==> config.mk <==
export PLATFORM = sky130hd
export DESIGN_NAME = trial_division_prime_counter_flat
export DESIGN_NICKNAME = d
export VERILOG_FILES = /design/src/rtl/tdpc_pkg.sv /design/src/rtl/tdpc_in_if.sv /design/src/rtl/tdpc_out_if.sv /design/src/rtl/trial_division_prime_counter.sv /design/src/rtl/tdpc_seq.sv /design/src/rtl/tdpc_dp.sv /design/src/flat_wrapper.sv
export VERILOG_INCLUDE_DIRS = /design/src /design/src/rtl
export SDC_FILE = /design/constraint.sdc
export NUM_CORES = 1
export LEC_CHECK = 0
export ABC_AREA = 1
export BUFFER_PORTS_ARGS = -buffer_cell sky130_fd_sc_hd__buf_2
export CAP_MARGIN = 20
export CELL_PAD_IN_SITES_DETAIL_PLACEMENT = 1
export CELL_PAD_IN_SITES_GLOBAL_PLACEMENT = 1
export CORE_MARGIN = 4
export CORE_UTILIZATION = 30
export DETAILED_ROUTE_END_ITERATION = 10
export PLACE_DENSITY_LB_ADDON = 0.1
export SYNTH_ARGS = -nofsm -noshare
export SYNTH_HDL_FRONTEND = slang
export SYNTH_SLANG_ARGS = --single-unit
==> constraint.sdc <==
create_clock -name clk -period 8.4 [get_ports clk]
set_input_delay 0.42 -clock clk [delete_from_list [all_inputs] [get_ports clk]]
set_output_delay 0.42 -clock clk [all_outputs]
set_load 0.01 [all_outputs]
==> src/rtl/trial_division_prime_counter_assert.svh <==
// Assertion macros for the trial division prime counter.
// Included by the top level; expects a clock named clk and reset arst_n in scope.
`ifndef TRIAL_DIVISION_PRIME_COUNTER_ASSERT_SVH
`define TRIAL_DIVISION_PRIME_COUNTER_ASSERT_SVH

// Same-cycle implication.
`define TDPC_ASSERT_NOW(lbl, ante, cons, msg) \
	lbl: assert property (@(posedge clk) disable iff (!arst_n) (ante) |-> (cons)) \
		else $error(msg);

// Next-cycle implication.
`define TDPC_ASSERT_NEXT(lbl, ante, cons, msg) \
	lbl: assert property (@(posedge clk) disable iff (!arst_n) (ante) |=> (cons)) \
		else $error(msg);

`endif

==> src/rtl/tdpc_pkg.sv <==
// Package for the trial division prime counter: control word types,
// microprogram ROM and shared constants. No dependencies.
`timescale 1ns / 1ps
`default_nettype none

package tdpc_pkg;

	localparam int unsigned COUNT_W = 32;
	localparam int unsigned CAND_W  = 32;
	localparam int unsigned TWO     = 2;
	localparam int unsigned THREE   = 3;
	localparam int unsigned STEP_W  = 4;

	typedef logic [STEP_W-1:0] step_t;
	typedef logic [COUNT_W-1:0] count_t;

	localparam count_t COUNT_MAX = '1;

	typedef enum logic [3:0] {
		OP_NOP,
		OP_LOAD,
		OP_CLASSIFY,
		OP_DIV_INIT,
		OP_DIV_STEP,
		OP_SET_PRIME,
		OP_SET_COMP,
		OP_NEXT_D,
		OP_EMIT
	} op_t;

	typedef enum logic [2:0] {
		C_NEVER,
		C_ALWAYS,
		C_NO_ITEM,
		C_TRIVIAL,
		C_DIV_BUSY,
		C_D_GT_Q,
		C_REM_ZERO,
		C_OUT_FULL
	} cond_t;

	typedef struct packed {
		op_t   op;
		cond_t cond;
		step_t target;
	} ctrl_t;

	typedef struct packed {
		logic in_fire;
		logic trivial;
		logic div_busy;
		logic d_gt_q;
		logic rem_zero;
		logic out_full;
	} status_t;

	localparam step_t ST_IDLE     = step_t'(0);
	localparam step_t ST_CLASSIFY = step_t'(1);
	localparam step_t ST_DIV_INIT = step_t'(2);
	localparam step_t ST_DIV_STEP = step_t'(3);
	localparam step_t ST_TEST_END = step_t'(4);
	localparam step_t ST_TEST_REM = step_t'(5);
	localparam step_t ST_NEXT     = step_t'(6);
	localparam step_t ST_WAIT     = step_t'(7);
	localparam step_t ST_EMIT     = step_t'(8);

	function automatic ctrl_t rom_word(input step_t step);
		ctrl_t w;
		unique case (step)
			ST_IDLE:     w = '{op: OP_LOAD,      cond: C_NO_ITEM,  target: ST_IDLE};
			ST_CLASSIFY: w = '{op: OP_CLASSIFY,  cond: C_TRIVIAL,  target: ST_WAIT};
			ST_DIV_INIT: w = '{op: OP_DIV_INIT,  cond: C_NEVER,    target: ST_IDLE};
			ST_DIV_STEP: w = '{op: OP_DIV_STEP,  cond: C_DIV_BUSY, target: ST_DIV_STEP};
			ST_TEST_END: w = '{op: OP_SET_PRIME, cond: C_D_GT_Q,   target: ST_WAIT};
			ST_TEST_REM: w = '{op: OP_SET_COMP,  cond: C_REM_ZERO, target: ST_WAIT};
			ST_NEXT:     w = '{op: OP_NEXT_D,    cond: C_ALWAYS,   target: ST_DIV_INIT};
			ST_WAIT:     w = '{op: OP_NOP,       cond: C_OUT_FULL, target: ST_WAIT};
			ST_EMIT:     w = '{op: OP_EMIT,      cond: C_ALWAYS,   target: ST_IDLE};
			default:     w = '{op: OP_NOP,       cond: C_ALWAYS,   target: ST_IDLE};
		endcase
		return w;
	endfunction

endpackage

`default_nettype wire

==> src/rtl/tdpc_in_if.sv <==
// Input channel of the trial division prime counter: candidate transactions.
// Depends on tdpc_pkg for the candidate width.
`timescale 1ns / 1ps
`default_nettype none

interface tdpc_in_if;
	import tdpc_pkg::*;

	logic                     valid;
	logic                     ready;
	logic signed [CAND_W-1:0] candidate;
	logic                     first_of_list;

	modport source (output valid, output candidate, output first_of_list, input ready);
	modport sink (input valid, input candidate, input first_of_list, output ready);
endinterface

`default_nettype wire

==> src/rtl/tdpc_out_if.sv <==
// Output channel of the trial division prime counter: result transactions.
// Depends on tdpc_pkg for the count width.
`timescale 1ns / 1ps
`default_nettype none

interface tdpc_out_if;
	import tdpc_pkg::*;

	logic               valid;
	logic               ready;
	logic               is_prime;
	logic [COUNT_W-1:0] primes_so_far;

	modport source (output valid, output is_prime, output primes_so_far, input ready);
	modport sink (input valid, input is_prime, input primes_so_far, output ready);
endinterface

`default_nettype wire

==> src/rtl/trial_division_prime_counter.sv <==
// Trial division prime counter, top level.
// Channels: item (candidate, first_of_list) in, result (is_prime, primes_so_far) out,
// each a valid/ready transaction that completes when both are high at a clock edge.
// Each candidate gives one result. Negative values, 0, 1, 2 and even values take the
// short path: classify, wait for the output register to empty, emit the result and
// return to the idle step to take the next candidate.
// Otherwise each odd trial divisor that does not end the test runs a divider init, the
// one-bit-per-cycle shift-subtract divider, an end test, a remainder test and a step to
// the next odd divisor. A prime ends once the divisor exceeds the quotient; a composite
// ends when the remainder is zero at its smallest odd factor.
// One candidate is worked on at a time; the next is taken once the microprogram
// returns to its idle step, while the previous result may still wait in the
// output register.
// first_of_list clears the running count before the candidate is counted; the
// count saturates at all ones.
// Reset clears the step counter, the count and the result valid.
// A stalled receiver holds the result; the block finishes the next candidate and
// then waits for the output register to empty.
`timescale 1ns / 1ps
`default_nettype none

`include "trial_division_prime_counter_assert.svh"

module trial_division_prime_counter
	import tdpc_pkg::*;
#(
	parameter int unsigned VALUE_WIDTH = 32
) (
	input  wire logic  clk,
	input  wire logic  arst_n,
	tdpc_in_if.sink    item,
	tdpc_out_if.source result
);

	ctrl_t   ctrl;
	status_t status;

	tdpc_seq u_seq (
		.clk    (clk),
		.arst_n (arst_n),
		.status (status),
		.ctrl   (ctrl)
	);

	tdpc_dp #(
		.VALUE_WIDTH (VALUE_WIDTH)
	) u_dp (
		.clk    (clk),
		.arst_n (arst_n),
		.ctrl   (ctrl),
		.status (status),
		.item   (item),
		.result (result)
	);

	`TDPC_ASSERT_NEXT(a_busy_after_accept, item.valid && item.ready, !item.ready, "ready after accept")
	`TDPC_ASSERT_NOW(a_emit_into_empty, ctrl.op == OP_EMIT, !status.out_full, "emit into full output")
	`TDPC_ASSERT_NOW(a_prime_counted, result.valid && result.is_prime, result.primes_so_far != '0, "prime with zero count")

endmodule

`default_nettype wire

==> src/rtl/tdpc_seq.sv <==
// Microcode sequencer: step counter, control ROM lookup and conditional jumps.
// Depends on tdpc_pkg.
`timescale 1ns / 1ps
`default_nettype none

module tdpc_seq
	import tdpc_pkg::*;
(
	input  wire logic    clk,
	input  wire logic    arst_n,
	input  wire status_t status,
	output      ctrl_t   ctrl
);

	step_t step_q;
	step_t step_next;
	logic  take;

	assign ctrl = rom_word(step_q);

	always_comb begin
		unique case (ctrl.cond)
			C_NEVER:    take = 1'b0;
			C_ALWAYS:   take = 1'b1;
			C_NO_ITEM:  take = !status.in_fire;
			C_TRIVIAL:  take = status.trivial;
			C_DIV_BUSY: take = status.div_busy;
			C_D_GT_Q:   take = status.d_gt_q;
			C_REM_ZERO: take = status.rem_zero;
			C_OUT_FULL: take = status.out_full;
			default:    take = 1'b1;
		endcase
		step_next = take ? ctrl.target : step_q + step_t'(1);
	end

	always_ff @(posedge clk or negedge arst_n) begin
		if (!arst_n) begin
			step_q <= ST_IDLE;
		end else begin
			step_q <= step_next;
		end
	end

endmodule

`default_nettype wire

==> src/rtl/tdpc_dp.sv <==
// Datapath: candidate and divisor registers, shift-subtract divider,
// prime flag, running count and result register. Depends on tdpc_pkg and the channels.
`timescale 1ns / 1ps
`default_nettype none

module tdpc_dp
	import tdpc_pkg::*;
#(
	parameter int unsigned VALUE_WIDTH = 32
) (
	input  wire logic  clk,
	input  wire logic  arst_n,
	input  wire ctrl_t ctrl,
	output      status_t status,
	tdpc_in_if.sink    item,
	tdpc_out_if.source result
);

	localparam int unsigned VW  = VALUE_WIDTH;
	localparam int unsigned BIT_W = $clog2(VW);

	logic [VW-1:0]    v_q;
	logic [VW-1:0]    d_q;
	logic [VW-1:0]    quo_q;
	logic [VW-1:0]    rem_q;
	logic [BIT_W-1:0] bit_q;
	logic             first_q;
	logic             prime_q;
	logic             out_valid_q;
	logic             out_prime_q;
	count_t           out_count_q;
	count_t           count_q;

	logic             in_fire;
	logic [VW:0]      rem_sh;
	logic [VW:0]      rem_diff;
	count_t           count_base;
	count_t           count_next;

	assign item.ready = (ctrl.op == OP_LOAD);
	assign in_fire    = item.valid && item.ready;

	assign result.valid         = out_valid_q;
	assign result.is_prime      = out_prime_q;
	assign result.primes_so_far = out_count_q;

	assign rem_sh   = {rem_q, quo_q[VW-1]};
	assign rem_diff = rem_sh - {1'b0, d_q};

	assign count_base = first_q ? '0 : count_q;
	assign count_next = (prime_q && count_base != COUNT_MAX) ? count_base + count_t'(1)
		: count_base;

	always_comb begin
		status.in_fire  = in_fire;
		status.trivial  = v_q[VW-1] || (v_q <= VW'(1)) || (v_q == VW'(TWO)) || !v_q[0];
		status.div_busy = (bit_q != BIT_W'(VW - 1));
		status.d_gt_q   = (d_q > quo_q);
		status.rem_zero = (rem_q == '0);
		status.out_full = out_valid_q;
	end

	// payload registers
	always_ff @(posedge clk) begin
		unique case (ctrl.op)
			OP_LOAD: begin
				if (in_fire) begin
					v_q     <= VW'($unsigned(item.candidate));
					first_q <= item.first_of_list;
				end
			end
			OP_CLASSIFY: begin
				prime_q <= (v_q == VW'(TWO));
				d_q     <= VW'(THREE);
			end
			OP_DIV_INIT: begin
				rem_q <= '0;
				quo_q <= v_q;
				bit_q <= '0;
			end
			OP_DIV_STEP: begin
				if (!rem_diff[VW]) begin
					rem_q <= rem_diff[VW-1:0];
				end else begin
					rem_q <= rem_sh[VW-1:0];
				end
				quo_q <= {quo_q[VW-2:0], !rem_diff[VW]};
				bit_q <= bit_q + BIT_W'(1);
			end
			OP_SET_PRIME: prime_q <= 1'b1;
			OP_SET_COMP:  prime_q <= 1'b0;
			OP_NEXT_D:    d_q <= d_q + VW'(TWO);
			OP_EMIT: begin
				out_prime_q <= prime_q;
				out_count_q <= count_next;
			end
			default: begin
			end
		endcase
	end

	always_ff @(posedge clk or negedge arst_n) begin
		if (!arst_n) begin
			count_q     <= '0;
			out_valid_q <= 1'b0;
		end else begin
			if (ctrl.op == OP_EMIT) begin
				count_q     <= count_next;
				out_valid_q <= 1'b1;
			end else if (result.ready) begin
				out_valid_q <= 1'b0;
			end
		end
	end

endmodule

`default_nettype wire
==> src/flat_wrapper.sv <==
// flat-port wrapper written by rule: the top's interface ports become plain ports
module trial_division_prime_counter_flat import tdpc_pkg::*;
#(
	parameter int unsigned VALUE_WIDTH = 32
)
  (clk, arst_n, item_valid, item_candidate, item_first_of_list, item_ready, result_valid, result_is_prime, result_primes_so_far, result_ready);
  tdpc_in_if item_i ();
  tdpc_out_if result_i ();
  input  wire logic clk;
  input  wire logic arst_n;
  input wire logic [$bits(item_i.valid)-1:0] item_valid;
  input wire logic [$bits(item_i.candidate)-1:0] item_candidate;
  input wire logic [$bits(item_i.first_of_list)-1:0] item_first_of_list;
  output wire logic [$bits(item_i.ready)-1:0] item_ready;
  output wire logic [$bits(result_i.valid)-1:0] result_valid;
  output wire logic [$bits(result_i.is_prime)-1:0] result_is_prime;
  output wire logic [$bits(result_i.primes_so_far)-1:0] result_primes_so_far;
  input wire logic [$bits(result_i.ready)-1:0] result_ready;
  assign item_i.valid = item_valid;
  assign item_i.candidate = item_candidate;
  assign item_i.first_of_list = item_first_of_list;
  assign item_ready = item_i.ready;
  assign result_valid = result_i.valid;
  assign result_is_prime = result_i.is_prime;
  assign result_primes_so_far = result_i.primes_so_far;
  assign result_i.ready = result_ready;
  trial_division_prime_counter #(.VALUE_WIDTH(VALUE_WIDTH)) u_core (.clk(clk), .arst_n(arst_n), .item(item_i), .result(result_i));
endmodule
==> impl_table.tex, run 1 <==
\begin{tabular}{lr}
\hline
Metric & Value \\
\hline
\multicolumn{2}{l}{\textbf{Status}} \\
\quad Run status & finished, final reports clean \\
\multicolumn{2}{l}{\textbf{Synthesis}} \\
\quad Number of enable flip-flop cells after synthesis & 167 \\
\quad Cell count after synthesis & approximately 1,800 \\
\quad Sequential fraction of the synthesis area & 44.0\% \\
\quad Syn\_area\_per\_cell & 7.68 µm² \\
\quad Net count after synthesis & between 1,500 and 2,000 \\
\quad Count of unique library cells instantiated by Yosys & 45 \\
\quad Register bit count reported by yosys & about 200 \\
\quad Netlist Area Pre-Place & 13,500 µm² \\
\quad Ys flop type & sky130\_fd\_sc\_hd\_\_edfxtp\_1 \\
\quad Synth warnings & 0 \\
\quad Share of synthesized registers carrying an async set or reset & 18.1\% \\
\multicolumn{2}{l}{\textbf{Global routing}} \\
\quad Vias in the first global route & 11,900 \\
\quad Total Routing Usage GR & 17.7\% \\
\quad Sum of overflow across all layers after global routing & 0 \\
\quad Maximum number of pins on one net before global-route repair & 81 \\
\quad Initial antenna violation count & 1 \\
\quad Global-route wire length before repair & roughly 68,000 µm \\
\multicolumn{2}{l}{\textbf{Critical path}} \\
\quad Required time of the worst setup path & 8550 ps \\
\quad Signal arrival time at the worst endpoint & 3740 ps \\
\quad Endpoint class of the critical path & flop \\
\quad Kind of critical path & reg -> reg \\
\quad Sort of element at the start of the critical path & flop \\
\quad Worst Setup SP & u\_core.u\_seq.step\_q[0] \\
\quad Reg-to-reg startpoint & u\_core.u\_seq.step\_q[0] \\
\quad Critical-path maximum fanout & 69 \\
\multicolumn{2}{l}{\textbf{Place}} \\
\quad Pre-CTS setup slack & 4740 ps \\
\quad Instance area at placement & around 14,000 µm² \\
\quad Global placement routability congestion & 0.860 \\
\quad HPWL after DPL & between 30,000 and 40,000 µm \\
\quad Buffers on Ports & slightly above 70 \\
\multicolumn{2}{l}{\textbf{Power}} \\
\quad Worst-case vdd ir drop & 0.000174 V \\
\quad LEAKAGE & 6.89 nW \\
\quad PwrDens & about 430 nW/µm² \\
\quad Final Total Pwr & 6.51 mW \\
\multicolumn{2}{l}{\textbf{Hold path}} \\
\quad Beginning of the worst hold path & item\_candidate[24] \\
\quad Classification of the worst-slack hold path & in -> reg \\
\multicolumn{2}{l}{\textbf{Clocking}} \\
\quad Largest buffer count on any clock path & 3 \\
\quad Num Clock Sinks & 204 \\
\quad Post-cts resize count & 0 \\
\quad Setup repair bufs after CTS & 0 \\
\quad Clock H-tree levels & 1 \\
\quad Clock latency reported for the late side of the worst-skew pair & 530 ps \\
\quad Cts-stage hold buffer count & 0 \\
\quad Clock root buffer & sky130\_fd\_sc\_hd\_\_clkbuf\_16 \\
\quad Clock-pin slew of the registers on the worst-case setup and hold paths & 60 ps \\
\quad Total CTS buffers & 25 \\
\quad TritonCTS clock tree & yes \\
\multicolumn{2}{l}{\textbf{Route}} \\
\quad Average via count per standard cell & 4.73 \\
\quad Count of unresolved DRC violations after routing & 0 \\
\quad Routed wire length per instance & 17.5 µm \\
\quad Number of nets with antenna violations after detailed routing & 0 \\
\quad First-pass iteration count of the detailed router & 5 \\
\quad DRC marker count from the first detailed-route iteration & 748 \\
\quad Total routed wirelength & 42,800 µm \\
\quad Number of vias in the routed layout & about 12,000 \\
\multicolumn{2}{l}{\textbf{Finish}} \\
\quad NumNets Final & 1,943 \\
\quad Number of filler instances in the final layout & 5,444 \\
\quad Final instance area & approximately 15,000 µm² \\
\quad Layout cell share with drive strength beyond 1 & 9.30\% \\
\quad Relative area change from synthesis to final layout & 13.1\% \\
\quad Combined area of the multi-input logic cells & approximately 6500 µm² \\
\quad Sequential cell area & 5940 µm² \\
\multicolumn{2}{l}{\textbf{STA}} \\
\quad Max Transition Viols Final & 0 \\
\quad Final Hold Viols & 0 \\
\quad Transition time of the tightest slew-check pin & 993 ps \\
\quad Shortest clock period the worst path allows after layout & $\sim$3600 ps \\
\quad Hold Slack & 63.9 ps \\
\quad Final setup TNS & 0 ps \\
\quad Final worst setup slack & 4810 ps \\
\quad Final setup fails & 0 \\
\quad Post-route fraction of the period consumed by the critical path & roughly 43\% \\
\quad Clock Skew & 12.2 ps \\
\quad Worst max-slew margin expressed relative to the limit & 33.8\% \\
\quad Max Fclk & 278 MHz \\
\quad Unrepaired setup endpoints after global routing & no \\
\multicolumn{2}{l}{\textbf{Die}} \\
\quad Core ar. & between 40,000 and 50,000 µm² \\
\quad Die W & 220 µm \\
\quad Core Rows & 77 \\
\quad Top-level port count & 72 \\
\quad Area enclosed by the die boundary & slightly below 50,000 µm² \\
\quad Die extent in y & 220 µm \\
\quad Initial Utilization & 30.4\% \\
\multicolumn{2}{l}{\textbf{Job}} \\
\quad Max Cap Violations & 0 \\
\hline
\end{tabular}
[synth_stat cells (4+ instances only)]
cell	instances	area [µm²]
sky130_fd_sc_hd__buf_6	9	101
sky130_fd_sc_hd__nand2_2	21	131
sky130_fd_sc_hd__o21ai_0	82	410
sky130_fd_sc_hd__dfrtp_1	37	926
sky130_fd_sc_hd__a21oi_1	67	335
sky130_fd_sc_hd__buf_2	7	35.0
sky130_fd_sc_hd__nand2_1	569	2140
sky130_fd_sc_hd__ha_1	72	901
sky130_fd_sc_hd__nor3_1	33	165
sky130_fd_sc_hd__buf_4	5	37.5
sky130_fd_sc_hd__nor2_1	251	942
sky130_fd_sc_hd__nor2_4	5	56.3
sky130_fd_sc_hd__nor2_2	7	43.8
sky130_fd_sc_hd__xor2_1	25	219
sky130_fd_sc_hd__inv_1	209	785
sky130_fd_sc_hd__o21ai_2	6	52.6
sky130_fd_sc_hd__clkbuf_1	12	45.0
sky130_fd_sc_hd__edfxtp_1	167	5010
sky130_fd_sc_hd__nor4_1	5	31.3
sky130_fd_sc_hd__nor3b_1	4	30.0
sky130_fd_sc_hd__xnor2_1	20	175
sky130_fd_sc_hd__o21bai_1	6	45.0
sky130_fd_sc_hd__nand4_1	20	125
sky130_fd_sc_hd__nand3b_1	10	75.1
sky130_fd_sc_hd__nor3_2	6	60.1
sky130_fd_sc_hd__o21ai_1	6	30.0
sky130_fd_sc_hd__nand3_1	70	350
[registers in the layout, summed over array words and instances, names as in the netlist]
name	flops
u_core.u_dp.result.is_prime	1
u_core.u_dp.quo_q	32
u_core.u_dp.first_q	1
u_core.u_dp.d_q	31
u_core.u_dp.count_q	32
u_core.u_seq.step_q	4
u_core.u_dp.result.primes_so_far	32
u_core.u_dp.prime_q	1
u_core.u_dp.rem_q	32
u_core.u_dp.v_q	32
u_core.u_dp.bit_q	5
u_core.u_dp.result.valid	1
[path summary, 6_finish.rpt]
path / end / slack (ps) / cells after the start
worst max-delay path: u_core.u_dp.rem_q[3] / 4810 / 8
worst min-delay path: u_core.u_dp.v_q[24] / 60 / 1
worst max register to register: u_core.u_dp.rem_q[3] / 4810 / 8
worst min register to register: u_core.u_dp.count_q[31] / 480 / 2
max in group asynchronous: u_core.u_dp.count_q[25] / 7590 / 3
min in group asynchronous: u_core.u_dp.count_q[1] / 330 / 2
[power breakdown]
| group | switching (mW) | internal, mW |
|---|---|---|
| Sequential | 0.281 | 1.61 |
| Combinational | 2.49 | 1.08 |
| Clock | 0.435 | 0.613 |
| Total | 3.20 | 3.31 |
[metal layers]
| metal | track usage, % | vias to the layer above | part of all wire [%] |
|---|---|---|---|
| li1 | - | 5823 | - |
| met2 | 26.7 | 132 | 42 |
| met5 | 0 | - | 0 |
| met4 | 3.18 | 0 | 1.4 |
| met1 | 27.3 | 5559 | 53 |
| met3 | 2.36 | 39 | 3.5 |
[final cells by class]
type                    count  area share (%)
diodes                      1          0.0164
clock inverters            11           0.672
well taps                 592            4.85
repair buffers             83            3.10
inverters                 212            5.23
clock buffers              32            4.34
flip-flops and latches    204            38.9
multi-input cells        1307            42.9
[stage by stage]
stage          instances  util [%]
3_3_place_gp        2395      32.6
6_report            2442      34.4
2_1_floorplan       1758         -
5_1_grt             2441      34.4
4_1_cts             2438      34.3
3_5_place_dp        2395      32.6
[logic make-up (layout without fill, tap and decap cells)]
logic type                 after synthesis  after routing  share of synthesized area, %
AOI/OAI and AO/OA                      178            178                          7.09
xor gates and xnor gates                45             45                          2.92
adders and majority gates               73             73                          6.82
buffers and inverters                  247            338                          7.59
DFF                                    204            204                          44.0
other                                    0              1                             0
and+or+nand+nor                       1011           1011                          31.5
[critical path, cell delays in order (launching register included)]
cell and delay, ps:
sky130_fd_sc_hd__dfrtp_1 550, sky130_fd_sc_hd__inv_1 220, sky130_fd_sc_hd__ha_1 380, sky130_fd_sc_hd__nor4_2 220, sky130_fd_sc_hd__buf_4 480, sky130_fd_sc_hd__inv_2 40, sky130_fd_sc_hd__buf_4 300, sky130_fd_sc_hd__o31ai_4 120
sky130_fd_sc_hd__buf_4 750
[layout by cell type, fill, tap and decap left out, drive strengths merged, types with 4 or more instances in the layout]
cell type / n
o21bai: 6
nand4: 20
clkinv: 10
nand3b: 11
xnor2: 20
nor3b: 4
a21oi: 67
nand2: 592
nor2: 264
ha: 72
o21ai: 94
edfxtp: 167
buf: 82
dfrtp: 37
nand3: 70
xor2: 25
nor4: 5
inv: 211
clkbuf: 32
nor3: 39
Power figures use the tool's default switching activity.
==> run 2: changes to the inputs <==
Clock period 8.4 ns to 3.45 ns, I/O delays scaled along.
==> run 2 against run 1 <==
Net effect: largest cell class unchanged; sequential share of layout area shrank 1.4 points; first-iteration DRC count grew 16%; combinational power grew 150%; fmax grew 20%; via count grew 2.2%; final area grew 3.7%; global-route usage grew 0.64 points; core utilization grew 1.3 points; critical endpoint is now u_core.u_dp.rem_q[2]; highest routed layer is now met5; non-clock buffer count grew 43.
==> impl_table.tex, run 2 (synthesis results as in run 1) <==
\begin{tabular}{lr}
\hline
Metric & Value \\
\hline
\multicolumn{2}{l}{\textbf{Power}} \\
\quad Net switching power figure & 7.94 mW \\
\quad PwrDens & just over 1000 nW/µm² \\
\quad Clock network fraction of design power & roughly 18\% \\
\quad LEAKAGE & 7.14 nW \\
\quad Worst-case vdd ir drop & between 0.0004 and 0.0005 V \\
\quad Internal power summed over all cells & $\sim$8.4 mW \\
\quad Switching power as a share of total power & 48.5\% \\
\quad Relative contribution of combinational cells to total power & approximately 55\% \\
\quad Sequential share of power & 28.0\% \\
\multicolumn{2}{l}{\textbf{Global routing}} \\
\quad Met1 Use GR & 28.3\% \\
\quad Total Routing Usage GR & between 10\% and 20\% \\
\quad Sum of overflow across all layers after global routing & 0 \\
\quad Met2 usage & 27.7\% \\
\quad Maximum number of pins on one net before global-route repair & 70 \\
\quad Initial antenna violation count & 1 \\
\quad Met3 track demand over resource in global routing & approximately 2.3\% \\
\quad Most used routing layer & met1 \\
\quad Vias in the first global route & approximately 12,000 \\
\quad Global-route wire length before repair & 70,000 µm \\
\multicolumn{2}{l}{\textbf{STA}} \\
\quad Final Hold Viols & 0 \\
\quad Hold Slack & 281 ps \\
\quad Transition time of the tightest slew-check pin & roughly 950 ps \\
\quad Max Fclk & 333 MHz \\
\quad Shortest clock period the worst path allows after layout & 3000 ps \\
\quad Final setup fails & 0 \\
\quad Max Transition Viols Final & 0 \\
\quad Worst max-slew margin expressed relative to the limit & a little over a third \\
\quad Final worst setup slack & 445 ps \\
\quad Unrepaired setup endpoints after global routing & no \\
\quad Clock Skew & 12.9 ps \\
\quad Final setup TNS & 0 ps \\
\quad Post-route fraction of the period consumed by the critical path & roughly 87\% \\
\multicolumn{2}{l}{\textbf{Critical path}} \\
\quad Most common cell type on the critical path & sky130\_fd\_sc\_hd\_\_nand2\_1 \\
\quad Instance count on the critical path & 16 \\
\quad FF-to-FF setup slack & between 400 and 500 ps \\
\quad Required time of the worst setup path & 3750 ps \\
\quad Destination of the worst register-to-register timing path & u\_core.u\_dp.rem\_q[2] \\
\quad Sort of element at the start of the critical path & flop \\
\quad Endpoint class of the critical path & flop \\
\quad Signal arrival time at the worst endpoint & 3300 ps \\
\quad Longest individual stage delay on the worst path & 420 ps \\
\quad Cell-by-cell listing of the critical path & inv\_1, ha\_1, nand2\_1, nor2\_1, nand3\_1, nand3\_1, nand2\_1, nand2\_1, nand2\_1, nand2\_1, nand2\_1, nand2\_2, buf\_12, nand2\_1, nand2\_1, nor2\_1 \\
\quad Kind of critical path & reg -> reg \\
\quad Number of buffers and inverters on the critical path & 2 \\
\quad Cell family with the largest share of critical-path delay & simple AND/OR/NAND/NOR gates \\
\quad Logic depth of the worst register-to-register path & 16 \\
\quad Slowest stage cell, crit path & sky130\_fd\_sc\_hd\_\_ha\_1 \\
\quad Critical-path maximum fanout & 32 \\
\quad CP endpoint & u\_core.u\_dp.rem\_q[2] \\
\quad Worst Setup SP & u\_core.u\_dp.d\_q[4] \\
\quad Reg-to-reg startpoint & u\_core.u\_dp.d\_q[4] \\
\multicolumn{2}{l}{\textbf{Clocking}} \\
\quad Num Clock Sinks & 204 \\
\quad Clock latency reported for the late side of the worst-skew pair & 550 ps \\
\quad Clock H-tree levels & 1 \\
\quad Clock-pin slew of the registers on the worst-case setup and hold paths & 60 ps \\
\quad Largest buffer count on any clock path & 3 \\
\quad Clock root buffer & sky130\_fd\_sc\_hd\_\_clkbuf\_16 \\
\quad TritonCTS clock tree & yes \\
\quad Total CTS buffers & 26 \\
\multicolumn{2}{l}{\textbf{Route}} \\
\quad Total routed wirelength & 44,400 µm \\
\quad Routed wire length per instance & 17.8 µm \\
\quad Number of nets with antenna violations after detailed routing & 0 \\
\quad Average via count per standard cell & 4.75 \\
\quad Number of vias in the routed layout & roughly 12,000 \\
\quad First-pass iteration count of the detailed router & 5 \\
\quad DRC marker count from the first detailed-route iteration & 869 \\
\quad Count of unresolved DRC violations after routing & 0 \\
\multicolumn{2}{l}{\textbf{Place}} \\
\quad Pre-CTS setup slack & 440 ps \\
\quad HPWL after DPL & 34,200 µm \\
\quad Buffers on Ports & 71 \\
\quad Global placement routability congestion & 0.871 \\
\quad Instance area at placement & roughly 15,000 µm² \\
\multicolumn{2}{l}{\textbf{Finish}} \\
\quad Layout cell share with drive strength beyond 1 & 9.80\% \\
\quad Combined area of the multi-input logic cells & $\sim$6500 µm² \\
\quad Final core utilization & 35.7\% \\
\quad Antenna fix cells & 0 \\
\quad Leading cell types in the layout, fill and taps excluded & 569 x sky130\_fd\_sc\_hd\_\_nand2\_1, 251 x sky130\_fd\_sc\_hd\_\_nor2\_1, 207 x sky130\_fd\_sc\_hd\_\_inv\_1 \\
\quad Relative area change from synthesis to final layout & 17.3\% \\
\quad Number of filler instances in the final layout & 5,414 \\
\quad Sequential cell area & 5940 µm² \\
\quad NumNets Final & 1,987 \\
\quad Final instance area & 15,800 µm² \\
\quad Commonest non-fill, non-tap cell in the layout & sky130\_fd\_sc\_hd\_\_nand2\_1 \\
\multicolumn{2}{l}{\textbf{Die}} \\
\quad Initial Utilization & 30.4\% \\
\quad Core Rows & 77 \\
\quad Area enclosed by the die boundary & 48,400 µm² \\
\quad Die W & 220 µm \\
\quad Core ar. & 44,300 µm² \\
\quad Top-level port count & 72 \\
\quad Die extent in y & 220 µm \\
\multicolumn{2}{l}{\textbf{Status}} \\
\quad Run status & finished, final reports clean \\
\multicolumn{2}{l}{\textbf{Hold path}} \\
\quad Classification of the worst-slack hold path & in -> reg \\
\multicolumn{2}{l}{\textbf{Job}} \\
\quad Max Cap Violations & 0 \\
\hline
\end{tabular}
## run 2: cell types whose count changed in the layout (fill, tap and decap cells not counted), moves of 2 or more
cell	before	now
sky130_fd_sc_hd__buf_4	9	15
sky130_fd_sc_hd__clkinv_2	3	1
sky130_fd_sc_hd__clkbuf_16	25	27
sky130_fd_sc_hd__clkinv_1	6	11
sky130_fd_sc_hd__bufinv_16	2	4
sky130_fd_sc_hd__clkinvlp_4	0	2
sky130_fd_sc_hd__clkbuf_1	6	2
sky130_fd_sc_hd__buf_12	2	5
sky130_fd_sc_hd__dlygate4sd3_1	1	35
## run 2: layout make-up
type,count,area share [%]
Tap cell,592,4.68
Clock buffer,30,4.40
Timing Repair Buffer,126,5.80
Clock inverter,18,1.18
Multi-Input combinational cell,1307,41.4
Sequential cell,204,37.5
Inverter,212,5.04
## run 2: stage by stage
stage | cells | total power, mW
6_report | 2489 | 16.4
5_1_grt | 2489 | 17.9
4_1_cts | 2489 | 16.6
3_5_place_dp | 2406 | 13.6
3_3_place_gp | 2406 | 13.4
2_1_floorplan | 1758 | 10.7
## run 2: routing by layer
layer  vias up  wire [µm]
li1       5926          -
met1      5678      23200
met2       160      18900
met3        45       1600
met4         2        709
met5         -         13
## run 2: power groups by stage
stage	registers, mW	clock network (mW)	logic [mW]
after global routing	4.69	3.06	10.2
after global placement	4.62	0	8.81
final	4.59	2.86	8.91
after CTS	4.60	2.96	9.03
after floorplan	4.38	0	6.31
after detailed placement	4.62	0	8.98
## run 2: worst min path at each step
stage | start | end | slack, ps | cells after the start
finish | item_valid | u_core.u_seq.step_q[0] | 280 | 8
global route | item_candidate[27] | u_core.u_dp.v_q[27] | 330 | 2
CTS | item_valid | u_core.u_seq.step_q[0] | 270 | 8
detailed placement | item_candidate[16] | u_core.u_dp.v_q[16] | 350 | 1
global placement | item_candidate[8] | u_core.u_dp.v_q[8] | 350 | 1
floorplan | arst_n | u_core.u_dp.count_q[0] | -120 | 0
## run 2: worst min-delay path: cells and delay by family
family / cells / cell delay, ps
buf+inv: 2 / 160
compound gates: 1 / 70
simple gates: 5 / 380
## run 2: timing repair
action,4_1_cts,5_1_grt
hold buffers,35,0
setup buffers,0,0
endpoints found under the hold margin,71,0
gates resized for setup,0,0
==> run 3: changes to the inputs <==
Settings changed: ABC_AREA 1 to not set.
==> run 3 against run 2 <==
Net effect: first-iteration DRC count is 53% lower; non-clock buffer count rose by 33; sequential cell count unchanged; critical path type unchanged; global-route usage shrank 3.2 points.
==> impl_table.tex, run 3 <==
\begin{tabular}{lr}
\hline
Metric & Value \\
\hline
\multicolumn{2}{l}{\textbf{Status}} \\
\quad Run status & finished, final reports clean \\
\multicolumn{2}{l}{\textbf{Synthesis}} \\
\quad Main area contributors after synthesis & sky130\_fd\_sc\_hd\_\_edfxtp\_1 42\%, sky130\_fd\_sc\_hd\_\_dfrtp\_1 7.7\%, sky130\_fd\_sc\_hd\_\_ha\_1 7.5\% \\
\quad Count of unique library cells instantiated by Yosys & 75 \\
\quad Cell type with the largest total area after synthesis & sky130\_fd\_sc\_hd\_\_edfxtp\_1 \\
\quad Sequential fraction of the synthesis area & roughly half \\
\quad Cell count after synthesis & 1,175 \\
\quad Top-count cell post-synth & sky130\_fd\_sc\_hd\_\_edfxtp\_1 \\
\quad Number of enable flip-flop cells after synthesis & 167 \\
\quad Net count after synthesis & roughly 1,300 \\
\quad Syn\_area\_per\_cell & 10.2 µm² \\
\quad Netlist Area Pre-Place & 12,000 µm² \\
\quad Ys flop type & sky130\_fd\_sc\_hd\_\_edfxtp\_1 \\
\quad Commonest cells in the netlist & 167 x sky130\_fd\_sc\_hd\_\_edfxtp\_1, 132 x sky130\_fd\_sc\_hd\_\_nor2\_1, 113 x sky130\_fd\_sc\_hd\_\_nand2\_1 \\
\quad Share of synthesized registers carrying an async set or reset & 18.1\% \\
\quad Synth warnings & 0 \\
\quad Share of Yosys cell area claimed by the top area cell type & 41.7\% \\
\quad Register bit count reported by yosys & between 200 and 250 \\
\multicolumn{2}{l}{\textbf{Critical path}} \\
\quad Slowest stage cell, crit path & sky130\_fd\_sc\_hd\_\_edfxtp\_1 \\
\quad Destination of the worst register-to-register timing path & u\_core.u\_dp.rem\_q[2] \\
\quad FF-to-FF setup slack & between 80 and 90 ps \\
\quad Reg-to-reg startpoint & u\_core.u\_dp.d\_q[14] \\
\quad Required time of the worst setup path & 3730 ps \\
\quad Sort of element at the start of the critical path & flop \\
\quad Critical-path maximum fanout & 7 \\
\quad Worst Setup SP & u\_core.u\_dp.d\_q[14] \\
\quad Instance count on the critical path & 13 \\
\quad Kind of critical path & reg -> reg \\
\quad Signal arrival time at the worst endpoint & about 3700 ps \\
\quad Logic depth of the worst register-to-register path & 13 \\
\quad Endpoint class of the critical path & flop \\
\quad Number of buffers and inverters on the critical path & 3 \\
\quad Longest individual stage delay on the worst path & 450 ps \\
\quad CP endpoint & u\_core.u\_dp.rem\_q[2] \\
\quad Cell-by-cell listing of the critical path & inv\_1, ha\_1, and4\_1, and3\_1, nand4b\_1, o211ai\_2, o21a\_1, o2111a\_1, a211oi\_4, buf\_4, buf\_12, mux2i\_1, nor2\_1 \\
\quad Cell family with the largest share of critical-path delay & compound AO/OA/AOI/OAI gates \\
\multicolumn{2}{l}{\textbf{Route}} \\
\quad Total routed wirelength & $\sim$34,000 µm \\
\quad Number of nets with antenna violations after detailed routing & 0 \\
\quad DRC marker count from the first detailed-route iteration & 412 \\
\quad Number of vias in the routed layout & 9,107 \\
\quad Average via count per standard cell & 4.88 \\
\quad Count of unresolved DRC violations after routing & 0 \\
\quad Routed wire length per instance & around 18 µm \\
\quad First-pass iteration count of the detailed router & 4 \\
\multicolumn{2}{l}{\textbf{Global routing}} \\
\quad Global-route wire length before repair & 53,800 µm \\
\quad Initial antenna violation count & 0 \\
\quad Total Routing Usage GR & 15.2\% \\
\quad Maximum number of pins on one net before global-route repair & 70 \\
\quad Vias in the first global route & 9,522 \\
\quad Sum of overflow across all layers after global routing & 0 \\
\multicolumn{2}{l}{\textbf{Finish}} \\
\quad Leading cell types in the layout, fill and taps excluded & 167 x sky130\_fd\_sc\_hd\_\_edfxtp\_1, 131 x sky130\_fd\_sc\_hd\_\_nor2\_1, 112 x sky130\_fd\_sc\_hd\_\_nand2\_1 \\
\quad Commonest non-fill, non-tap cell in the layout & sky130\_fd\_sc\_hd\_\_edfxtp\_1 \\
\quad Number of filler instances in the final layout & 4,493 \\
\quad Relative area change from synthesis to final layout & 21.8\% \\
\quad NumNets Final & 1,430 \\
\quad Final core utilization & a little under two fifths \\
\quad Layout cell share with drive strength beyond 1 & around 15\% \\
\quad Final instance area & 14,700 µm² \\
\quad Antenna fix cells & 0 \\
\multicolumn{2}{l}{\textbf{STA}} \\
\quad Final Hold Viols & 0 \\
\quad Unrepaired setup endpoints after global routing & yes \\
\quad Worst max-slew margin expressed relative to the limit & 36.6\% \\
\quad Max Fclk & just under 300 MHz \\
\quad Shortest clock period the worst path allows after layout & 3360 ps \\
\quad Final setup fails & 0 \\
\quad Transition time of the tightest slew-check pin & 951 ps \\
\quad Post-route fraction of the period consumed by the critical path & a little over nine tenths \\
\quad Max Transition Viols Final & 0 \\
\quad Clock Skew & 23.5 ps \\
\quad Final worst setup slack & approximately 87 ps \\
\quad Final setup TNS & 0 ps \\
\multicolumn{2}{l}{\textbf{Clocking}} \\
\quad TritonCTS clock tree & yes \\
\quad Total CTS buffers & 26 \\
\quad Clock root buffer & sky130\_fd\_sc\_hd\_\_clkbuf\_16 \\
\quad Clock latency reported for the late side of the worst-skew pair & $\sim$550 ps \\
\quad Clock H-tree levels & 1 \\
\quad Clock-pin slew of the registers on the worst-case setup and hold paths & 60 ps \\
\quad Largest buffer count on any clock path & 3 \\
\quad Num Clock Sinks & 204 \\
\multicolumn{2}{l}{\textbf{Power}} \\
\quad Relative contribution of combinational cells to total power & between 50\% and 60\% \\
\quad PwrDens & 1120 nW/µm² \\
\quad Switching power as a share of total power & 42.4\% \\
\quad LEAKAGE & around 5.8 nW \\
\quad Clock network fraction of design power & 17.0\% \\
\quad Net switching power figure & 6.98 mW \\
\quad Sequential share of power & 28.2\% \\
\quad Internal power summed over all cells & $\sim$9.5 mW \\
\quad Worst-case vdd ir drop & between 0.0004 and 0.0005 V \\
\quad Final Total Pwr & 16.4 mW \\
\multicolumn{2}{l}{\textbf{Die}} \\
\quad Top-level port count & 72 \\
\quad Area enclosed by the die boundary & about 43,000 µm² \\
\quad Core Rows & 73 \\
\quad Die extent in y & $\sim$210 µm \\
\quad Initial Utilization & 30.3\% \\
\quad Die W & 208 µm \\
\quad Core ar. & just under 40,000 µm² \\
\multicolumn{2}{l}{\textbf{Place}} \\
\quad Buffers on Ports & 71 \\
\quad HPWL after DPL & around 25,000 µm \\
\quad Instance area at placement & 13,200 µm² \\
\quad Global placement routability congestion & 0.747 \\
\quad Pre-CTS setup slack & 18.6 ps \\
\multicolumn{2}{l}{\textbf{Hold path}} \\
\quad Classification of the worst-slack hold path & in -> async \\
\multicolumn{2}{l}{\textbf{Job}} \\
\quad Max Cap Violations & 0 \\
\hline
\end{tabular}
## run 3: timing repair
action / in CTS / in global routing
endpoints found under the setup margin: 0 / 32
gates resized for setup: 0 / 20
hold endpoints to repair: 71 / 0
hold buffers: 35 / 0
buffers inserted: 0 / 6
## run 3: power by group through the flow
stage / combinational (mW) / sequential, mW / clock, mW
2_1_floorplan: 6.15 / 4.46 / 0
3_3_place_gp: 8.33 / 4.68 / 0
3_5_place_dp: 8.37 / 4.69 / 0
4_1_cts: 8.48 / 4.65 / 2.89
5_1_grt: 10.1 / 4.74 / 3.00
6_report: 9.01 / 4.63 / 2.80
## run 3: layer usage
metal / wire [µm] / vias up / track usage [%] / share of wire (%)
met5: 0 / - / 0 / 0
met4: 571 / 0 / 2.58 / 1.7
met3: 1010 / 38 / 2.04 / 3.0
met2: 15900 / 90 / 25.3 / 47
met1: 16600 / 4456 / 21.6 / 49
li1: - / 4523 / - / -
## run 3: layout make-up
cell class | count | area, µm² | share of cell area [%]
clock buffer | 33 | 687 | 4.69
clock inverter | 15 | 180 | 1.23
timing repair buffer | 159 | 1210 | 8.26
sequential | 204 | 5940 | 40.5
inverter | 83 | 312 | 2.13
multi-input combinational | 846 | 5670 | 38.7
tap | 525 | 657 | 4.48
## run 3: kinds of logic (layout without fill, tap and decap cells)
family / count (synthesis) / in the layout / share of synthesized area, %
buffers and inverters: 125 / 290 / 4.39
multiplexers: 44 / 44 / 3.69
AO/OA/AOI/OAI: 211 / 211 / 11.2
AND/OR/NAND/NOR: 427 / 427 / 17.1
XOR/XNOR: 91 / 91 / 6.62
adder cells (fa/ha/maj): 73 / 73 / 7.65
flip-flops: 204 / 204 / 49.4
## run 3: how the worst min path moves through the flow
stage | from | end | slack [ps] | cells past startpoint
floorplan | arst_n | u_core.u_dp.count_q[0] | -120 | 0
global placement | item_candidate[28] | u_core.u_dp.v_q[28] | 350 | 1
detailed placement | item_candidate[27] | u_core.u_dp.v_q[27] | 350 | 1
CTS | item_candidate[26] | u_core.u_dp.v_q[26] | 290 | 2
global route | item_candidate[16] | u_core.u_dp.v_q[16] | 300 | 2
finish | arst_n | u_core.u_seq.step_q[3] | 310 | 2
## run 3: stage by stage
step / hold WS (ps) / std cells
after floorplan: -123 / 1175
after global routing: 305 / 1865
final: 313 / 1865
after global placement: 350 / 1773
after CTS: 287 / 1856
after detailed placement: 351 / 1773
## run 3: worst reg2reg max path: stages, from the launching register on
cell and delay, ps:
sky130_fd_sc_hd__edfxtp_1 450, sky130_fd_sc_hd__inv_1 200, sky130_fd_sc_hd__ha_1 320, sky130_fd_sc_hd__and4_1 250, sky130_fd_sc_hd__and3_1 220, sky130_fd_sc_hd__nand4b_1 130, sky130_fd_sc_hd__o211ai_2 110, sky130_fd_sc_hd__o21a_1 220
sky130_fd_sc_hd__o2111a_1 270, sky130_fd_sc_hd__a211oi_4 320, sky130_fd_sc_hd__buf_4 190, sky130_fd_sc_hd__buf_12 140, sky130_fd_sc_hd__mux2i_1 210, sky130_fd_sc_hd__nor2_1 70
